--- config.mk ---
export PLATFORM = sky130hd
export DESIGN_NAME = dhte_ctrl
export DESIGN_NICKNAME = d
export VERILOG_FILES = /design/src/dhte_pkg.sv /design/src/dhte_ctrl.sv
export SDC_FILE = /design/constraint.sdc
export NUM_CORES = 1
export LEC_CHECK = 0
export BUFFER_PORTS_ARGS = -buffer_cell sky130_fd_sc_hd__buf_4
export CAP_MARGIN = 25
export CORE_MARGIN = 8
export CORE_UTILIZATION = 34
export DETAILED_ROUTE_END_ITERATION = 16
export GPL_ROUTABILITY_DRIVEN = 1
export PLACE_DENSITY = 0.58
export SLEW_MARGIN = 20
export SYNTH_ARGS = -nofsm -noshare
export SYNTH_HDL_FRONTEND = slang
export SYNTH_SLANG_ARGS = --single-unit
--- constraint.sdc ---
create_clock -name clock -period 3.1 [get_ports clock]
set_clock_uncertainty 0.15 [all_clocks]
set_input_delay 0.465 -clock clock [delete_from_list [all_inputs] [get_ports clock]]
set_output_delay 0.465 -clock clock [all_outputs]
set_load 0.005 [all_outputs]
--- src/dhte_pkg.sv ---
`default_nettype none
package dhte_pkg;

   localparam int OpW = 2;
   localparam int StatusW = 2;
   localparam int IdW = 31;
   localparam int KeyW = 32;
   localparam int LoadW = 7;
   localparam int StepModW = 10;
   localparam int CsrDataW = 10;
   localparam int CsrIndexW = 1;

   localparam logic [OpW-1:0] OP_INSERT = 2'd0;
   localparam logic [OpW-1:0] OP_LOOKUP = 2'd1;
   localparam logic [OpW-1:0] OP_DELETE = 2'd2;

   localparam logic [StatusW-1:0] RS_OK = 2'd0;
   localparam logic [StatusW-1:0] RS_MISS = 2'd1;
   localparam logic [StatusW-1:0] RS_FULL = 2'd2;

   localparam logic [1:0] ST_EMPTY = 2'd0;
   localparam logic [1:0] ST_FILLED = 2'd1;
   localparam logic [1:0] ST_DELETED = 2'd2;

   localparam logic [CsrIndexW-1:0] CSR_LOAD_PERCENT = 1'd0;
   localparam logic [CsrIndexW-1:0] CSR_STEP_MODULUS = 1'd1;

   localparam logic [LoadW-1:0] LOAD_RESET = 7'd50;
   localparam logic [StepModW-1:0] STEP_MOD_RESET = 10'd97;

   typedef enum logic [4:0] {
      DP_NOP,
      DP_LATCH,
      DP_CLR_WR,
      DP_TH_MUL,
      DP_PR_INIT_GROW,
      DP_PR_INIT_SHRINK,
      DP_PR_DIV,
      DP_PR_NEXTD,
      DP_PR_NEXTC,
      DP_RB_START,
      DP_RB_SCAN_RD,
      DP_RB_LATCH,
      DP_RB_NEXT,
      DP_RB_END,
      DP_RB_PLACE,
      DP_H_DIV1,
      DP_H_DIV2,
      DP_H_DIV3,
      DP_H_END,
      DP_P_RD,
      DP_P_NEXT,
      DP_INS_DONE,
      DP_FULL,
      DP_HIT,
      DP_DEL_WR,
      DP_RSP
   } dp_op_type;

   typedef enum logic [4:0] {
      S_CLR,
      S_IDLE,
      S_TH_MUL,
      S_TH_CMP,
      S_PR_CHK,
      S_PR_WAIT,
      S_RB_CLR,
      S_RB_RD,
      S_RB_EVAL,
      S_RB_NEXT,
      S_H1,
      S_H1W,
      S_H2W,
      S_H3W,
      S_P_RD,
      S_P_EV,
      S_SHR,
      S_RSP
   } ctl_state_type;

   typedef struct packed {
      logic           div_busy;
      logic           rem_zero;
      logic           grow_need;
      logic           shrink_need;
      logic           c_over;
      logic           c_small;
      logic           sq_gt;
      logic           rd_filled;
      logic           rd_empty;
      logic           id_match;
      logic           p_last;
      logic           scan_last;
      logic           clr_last;
      logic           rsp_free;
      logic [OpW-1:0] op;
   } dp_status_type;

endpackage
`default_nettype wire

--- src/dhte_ctrl.sv ---
`default_nettype none
module dhte_ctrl (
   input  wire logic                     clock,
   input  wire logic                     reset,
   input  wire logic                     req_valid,
   input  wire logic [1:0]               req_op,
   input  wire dhte_pkg::dp_status_type  sts,
   output      logic                     req_stall,
   output      dhte_pkg::dp_op_type      cmd
);

   dhte_pkg::ctl_state_type state_ff, state_in;
   logic rb_ff, rb_in;
   logic free_search;

   // rebuild placement and insert both look for a free slot
   assign free_search = rb_ff || (sts.op == dhte_pkg::OP_INSERT);

   always_ff @(posedge clock) begin
      if (reset) begin
         state_ff <= dhte_pkg::S_CLR;
         rb_ff <= 1'b0;
      end else begin
         state_ff <= state_in;
         rb_ff <= rb_in;
      end
   end

   always_comb begin
      state_in = state_ff;
      rb_in = rb_ff;
      unique case (state_ff)
         dhte_pkg::S_CLR: begin
            if (sts.clr_last) state_in = dhte_pkg::S_IDLE;
         end
         dhte_pkg::S_IDLE: begin
            if (req_valid) begin
               unique case (req_op) inside
                  dhte_pkg::OP_INSERT: state_in = dhte_pkg::S_TH_MUL;
                  dhte_pkg::OP_LOOKUP, dhte_pkg::OP_DELETE: state_in = dhte_pkg::S_H1;
                  default: state_in = dhte_pkg::S_RSP;
               endcase
            end
         end
         dhte_pkg::S_TH_MUL: state_in = dhte_pkg::S_TH_CMP;
         dhte_pkg::S_TH_CMP: begin
            state_in = sts.grow_need ? dhte_pkg::S_PR_CHK : dhte_pkg::S_H1;
         end
         dhte_pkg::S_PR_CHK: begin
            if (sts.c_over) begin
               state_in = (sts.op == dhte_pkg::OP_INSERT) ? dhte_pkg::S_H1 : dhte_pkg::S_RSP;
            end else if (sts.c_small) begin
               state_in = dhte_pkg::S_PR_CHK;
            end else if (sts.sq_gt) begin
               state_in = dhte_pkg::S_RB_CLR;
               rb_in = 1'b1;
            end else begin
               state_in = dhte_pkg::S_PR_WAIT;
            end
         end
         dhte_pkg::S_PR_WAIT: begin
            if (!sts.div_busy) state_in = dhte_pkg::S_PR_CHK;
         end
         dhte_pkg::S_RB_CLR: begin
            if (sts.clr_last) state_in = dhte_pkg::S_RB_RD;
         end
         dhte_pkg::S_RB_RD: state_in = dhte_pkg::S_RB_EVAL;
         dhte_pkg::S_RB_EVAL: begin
            state_in = sts.rd_filled ? dhte_pkg::S_H1 : dhte_pkg::S_RB_NEXT;
         end
         dhte_pkg::S_RB_NEXT: begin
            if (sts.scan_last) begin
               rb_in = 1'b0;
               state_in = (sts.op == dhte_pkg::OP_INSERT) ? dhte_pkg::S_H1 : dhte_pkg::S_RSP;
            end else begin
               state_in = dhte_pkg::S_RB_RD;
            end
         end
         dhte_pkg::S_H1: state_in = dhte_pkg::S_H1W;
         dhte_pkg::S_H1W: if (!sts.div_busy) state_in = dhte_pkg::S_H2W;
         dhte_pkg::S_H2W: if (!sts.div_busy) state_in = dhte_pkg::S_H3W;
         dhte_pkg::S_H3W: if (!sts.div_busy) state_in = dhte_pkg::S_P_RD;
         dhte_pkg::S_P_RD: state_in = dhte_pkg::S_P_EV;
         dhte_pkg::S_P_EV: begin
            if (free_search) begin
               if (!sts.rd_filled || sts.p_last) begin
                  state_in = rb_ff ? dhte_pkg::S_RB_NEXT : dhte_pkg::S_RSP;
               end else begin
                  state_in = dhte_pkg::S_P_RD;
               end
            end else if (sts.rd_empty || (sts.rd_filled && sts.id_match) || sts.p_last) begin
               state_in = (sts.op == dhte_pkg::OP_DELETE) ? dhte_pkg::S_SHR : dhte_pkg::S_RSP;
            end else begin
               state_in = dhte_pkg::S_P_RD;
            end
         end
         dhte_pkg::S_SHR: begin
            state_in = sts.shrink_need ? dhte_pkg::S_PR_CHK : dhte_pkg::S_RSP;
         end
         dhte_pkg::S_RSP: begin
            if (sts.rsp_free) state_in = dhte_pkg::S_IDLE;
         end
         default: state_in = dhte_pkg::S_IDLE;
      endcase
   end

   always_comb begin
      cmd = dhte_pkg::DP_NOP;
      req_stall = 1'b1;
      unique case (state_ff)
         dhte_pkg::S_CLR: cmd = dhte_pkg::DP_CLR_WR;
         dhte_pkg::S_IDLE: begin
            req_stall = 1'b0;
            if (req_valid) cmd = dhte_pkg::DP_LATCH;
         end
         dhte_pkg::S_TH_MUL: cmd = dhte_pkg::DP_TH_MUL;
         dhte_pkg::S_TH_CMP: begin
            if (sts.grow_need) cmd = dhte_pkg::DP_PR_INIT_GROW;
         end
         dhte_pkg::S_PR_CHK: begin
            if (sts.c_over) cmd = dhte_pkg::DP_NOP;
            else if (sts.c_small) cmd = dhte_pkg::DP_PR_NEXTC;
            else if (sts.sq_gt) cmd = dhte_pkg::DP_RB_START;
            else cmd = dhte_pkg::DP_PR_DIV;
         end
         dhte_pkg::S_PR_WAIT: begin
            if (!sts.div_busy) begin
               cmd = sts.rem_zero ? dhte_pkg::DP_PR_NEXTC : dhte_pkg::DP_PR_NEXTD;
            end
         end
         dhte_pkg::S_RB_CLR: cmd = dhte_pkg::DP_CLR_WR;
         dhte_pkg::S_RB_RD: cmd = dhte_pkg::DP_RB_SCAN_RD;
         dhte_pkg::S_RB_EVAL: begin
            if (sts.rd_filled) cmd = dhte_pkg::DP_RB_LATCH;
         end
         dhte_pkg::S_RB_NEXT: begin
            cmd = sts.scan_last ? dhte_pkg::DP_RB_END : dhte_pkg::DP_RB_NEXT;
         end
         dhte_pkg::S_H1: cmd = dhte_pkg::DP_H_DIV1;
         dhte_pkg::S_H1W: if (!sts.div_busy) cmd = dhte_pkg::DP_H_DIV2;
         dhte_pkg::S_H2W: if (!sts.div_busy) cmd = dhte_pkg::DP_H_DIV3;
         dhte_pkg::S_H3W: if (!sts.div_busy) cmd = dhte_pkg::DP_H_END;
         dhte_pkg::S_P_RD: cmd = dhte_pkg::DP_P_RD;
         dhte_pkg::S_P_EV: begin
            if (free_search) begin
               if (!sts.rd_filled) begin
                  cmd = rb_ff ? dhte_pkg::DP_RB_PLACE : dhte_pkg::DP_INS_DONE;
               end else if (sts.p_last) begin
                  cmd = rb_ff ? dhte_pkg::DP_NOP : dhte_pkg::DP_FULL;
               end else begin
                  cmd = dhte_pkg::DP_P_NEXT;
               end
            end else if (sts.rd_empty) begin
               cmd = dhte_pkg::DP_NOP;
            end else if (sts.rd_filled && sts.id_match) begin
               cmd = (sts.op == dhte_pkg::OP_DELETE) ? dhte_pkg::DP_DEL_WR : dhte_pkg::DP_HIT;
            end else if (!sts.p_last) begin
               cmd = dhte_pkg::DP_P_NEXT;
            end
         end
         dhte_pkg::S_SHR: begin
            if (sts.shrink_need) cmd = dhte_pkg::DP_PR_INIT_SHRINK;
         end
         dhte_pkg::S_RSP: begin
            if (sts.rsp_free) cmd = dhte_pkg::DP_RSP;
         end
         default: cmd = dhte_pkg::DP_NOP;
      endcase
   end

endmodule
`default_nettype wire

==> results.md <==
- Status: completed
- Top sig layer: met4
- Hold Crit Class: in2reg
- Worst VDD drop: around 250 uV
- Nets: 219
- Final Hold Vio Count: 0
- Post-synth EDFFs: 0
- Antenna violations before repair: 0
- Top_reg_cell synth: dfxtp_1
- Vias in the first global route: 1466
- Worst Setup Path Type: reg2out
- Net Switching: between 200 and 250 uW
- GRT Total Usage: 0.148
- Later-pin clock latency in the skew report: 0.24 ns
- Placed instance count: ~240
- IO buf count: 26
- Total congestion overflow: 0
- DR vias: 1452
- Max_slew headroom: 0.612
- Hold WS: 0.269 ns
- Initial Util: 0.357
- Final core occ: 0.429
- Req. time, crit path: 2.48 ns
- Postcts setup bufs: 0
- Synth top area share: 0.0992
- Crit path max-delay family: simple AND/OR/NAND/NOR gates
- Reg2Reg Launch Point: state_ff[1]$_SDFFE_PP0P_
- Cell Pwr Density: 337 nW/um^2
- Final setup vio count: 0
- Worst-margin pin slew: between 0.5 and 0.6 ns
- Syn. warnings: 0
- DIE WIDTH: 75.7 microns
- First-pass GRT wire length: 6670 microns
- Peak Freq: 358 MHz
- Routed len/inst: ~17 microns
- Setup TNS: 0 ns
- Post-detail-place hpwl: 3260 microns
- Synth area leader: dfxtp_1
- Largest net degree at the start of global routing: 23
- Post-DP Area: 1430 sq um
- Clock Power Share: 0.142
- Met3 wire len: about 270 microns
- Sequential area share after synthesis: 0.0992
- Clk pin slew, worst setup/hold paths: 0.04 ns
- CP arrival: 2.18 ns
- Reg2reg path depth: 6
- Cell internal pwr: 272 uW
- Post-synthesis instance total: 174
- Slowest CP cell: dfxtp_1
- Routed wl met2: roughly 2000 microns
- GP Congestion: between 0.9 and 1
- Placeable core area: 3390 sq um
- Antenna diodes: 0
- Hold path endpoint: state_ff[4]$_SDFFE_PP0P_
- Multi-input gate area: around 1000 sq um
- Drt total wl: 4020 microns
- Syn_area_per_cell: 6.96 sq um
- Non-Filler Instances: 241
- Slowest cell delay on critical path: 0.68 ns
- Final ANT Viol Nets: 0
- Drt pass-1 iters: 4
- Pleak: 0.000577 uW
- Yosys reg bits: 6
- Reg power frac: 0.249
- Root buf cell: clkbuf_4
- Post-Syn Area: 1210 sq um
- Residual DRC: 0
- CP cell instances: nand3_1, nor2_1, o21ai_0, a21o_1, or4b_1, buf_4
- CP Launch Type: flip-flop
- Bufs and invs on worst path: 1
- Tcrit/Tclk final: 0.902
- P&R area growth vs syn: 20.1%
- Number of I/O pins: 27
- Fin crit period: 2.80 ns
- Die ar.: 5730 sq um
- Slew Viols, Final: 0
- Critical Path Fanout Max: 19
- Layout cells sized above 1: 0.231
- Top post-synthesis cells by count: nand2_1, nand2b_1, nor2_1
- Fillers: 368
- Switch share: 0.445
- CTS tree: built
- Top area cells in the synthesized netlist: dfxtp_1, nand2b_1, a21oi_1, nor2b_1, nand2_1
- Longest Clk Path Bufs: 2
- Drt initial violations: 150
- Reg-to-reg endpoint: state_ff[1]$_SDFFE_PP0P_
- Met1 wire length: 1710 microns
- Post-Layout Inst Area: 1460 sq um
- Vias per cell: ~6
- Synth Net Count: ~200
- Htree depth: 1
- RSZ-0062 raised after global routing: no
- Die height: 75.7 microns
- Max-cap check violation count: 0
- Flop-to-flop setup slack: ~0.93 ns
- CTS buffer count: 3
- Netlist cell types: 55
- Synth async-reset ratio: 0
- Hold path startpoint: reset
- # rows: 21
- CP Capture Type: primary output
- Hold Path Depth: 2
- Clock Sinks: 6
- Seq. cell area: 121 sq um
- Combinational Power Share: 0.608
[worst reg2reg max path: stages (launching register included)]
cell       delay (ns)
dfxtp_1          0.35
buf_4            0.22
nor4_1           0.42
xnor2_1          0.17
o2111ai_1        0.19
or3_1            0.44
o2bb2ai_1        0.15
[worst max-delay path by stage]
stage | end | depth (start not counted) | from
detailed placement | cmd[2] | 6 | state_ff[0]$_SDFFE_PP0P_
CTS | cmd[2] | 6 | state_ff[0]$_SDFFE_PP0P_
global route | cmd[2] | 6 | state_ff[3]$_SDFFE_PP0P_
finish | cmd[2] | 6 | state_ff[3]$_SDFFE_PP0P_
global placement | cmd[2] | 6 | state_ff[0]$_SDFFE_PP0P_
floorplan | cmd[3] | 5 | state_ff[4]$_SDFFE_PP0P_
[metrics by stage]
stage                     worst slack [ns]  power (uW)
after global routing                0.0513         531
after CTS                            0.258         492
final                                0.304         490
after global placement               0.536         417
after floorplan                      0.897         318
after detailed placement             0.535         418
[registers in the layout (all words and copies together) (netlist names)]
signal    cells
rb_ff         1
state_ff      5
[layer usage]
layer,vias up,global-route usage
met2,47,0.256
li1,718,-
met5,-,0
met1,677,0.170
met4,0,0.0746
met3,10,0.0250
[kinds of logic (layout without fill, tap and decap cells)]
group,count (synthesis),count (layout),share of synthesized area
AOI/OAI and AO/OA,58,58,0.366
adders and majority gates,1,1,0.0103
buffers and inverters,18,39,0.0733
xor gates and xnor gates,1,1,0.00723
and+or+nand+nor,88,88,0.428
DFF,6,6,0.0992
muxes,2,2,0.0165
[area by class of cell]
cell class,instances,share of cell area
Inverter,5,0.0129
Clock buffer,3,0.0155
Timing Repair Buffer,31,0.160
Sequential cell,6,0.0834
Multi-Input combinational cell,150,0.689
Tap cell,46,0.0396
[cells in the final DEF (no fill, tap or decap), types with 4 or more instances in the layout]
| cell | instances |
|---|---|
| a21oi_1 | 11 |
| a32oi_1 | 4 |
| buf_4 | 31 |
| dfxtp_1 | 5 |
| inv_1 | 5 |
| nand2_1 | 13 |
| nand2b_1 | 13 |
| nand3_1 | 6 |
| nor2_1 | 13 |
| nor2b_1 | 8 |
| nor3_1 | 8 |
| nor4_1 | 4 |
| o211ai_1 | 4 |
| o21ai_0 | 6 |
| or3_1 | 4 |
[power groups by stage]
stage          Clock (uW)  Combinational (uW)  Sequential, uW
3_3_place_gp            0                 296             121
3_5_place_dp            0                 297             122
5_1_grt              75.1                 331             126
2_1_floorplan           0                 228            90.5
4_1_cts              74.4                 297             120
6_report             69.9                 298             122
[repair_timing]
| item | CTS | global route |
|---|---|---|
| gates resized for setup | 0 | 1 |
| setup endpoints to repair | 0 | 1 |
| hold buffers | 0 | 0 |
Note: power is estimated with default switching activity, not from simulation.
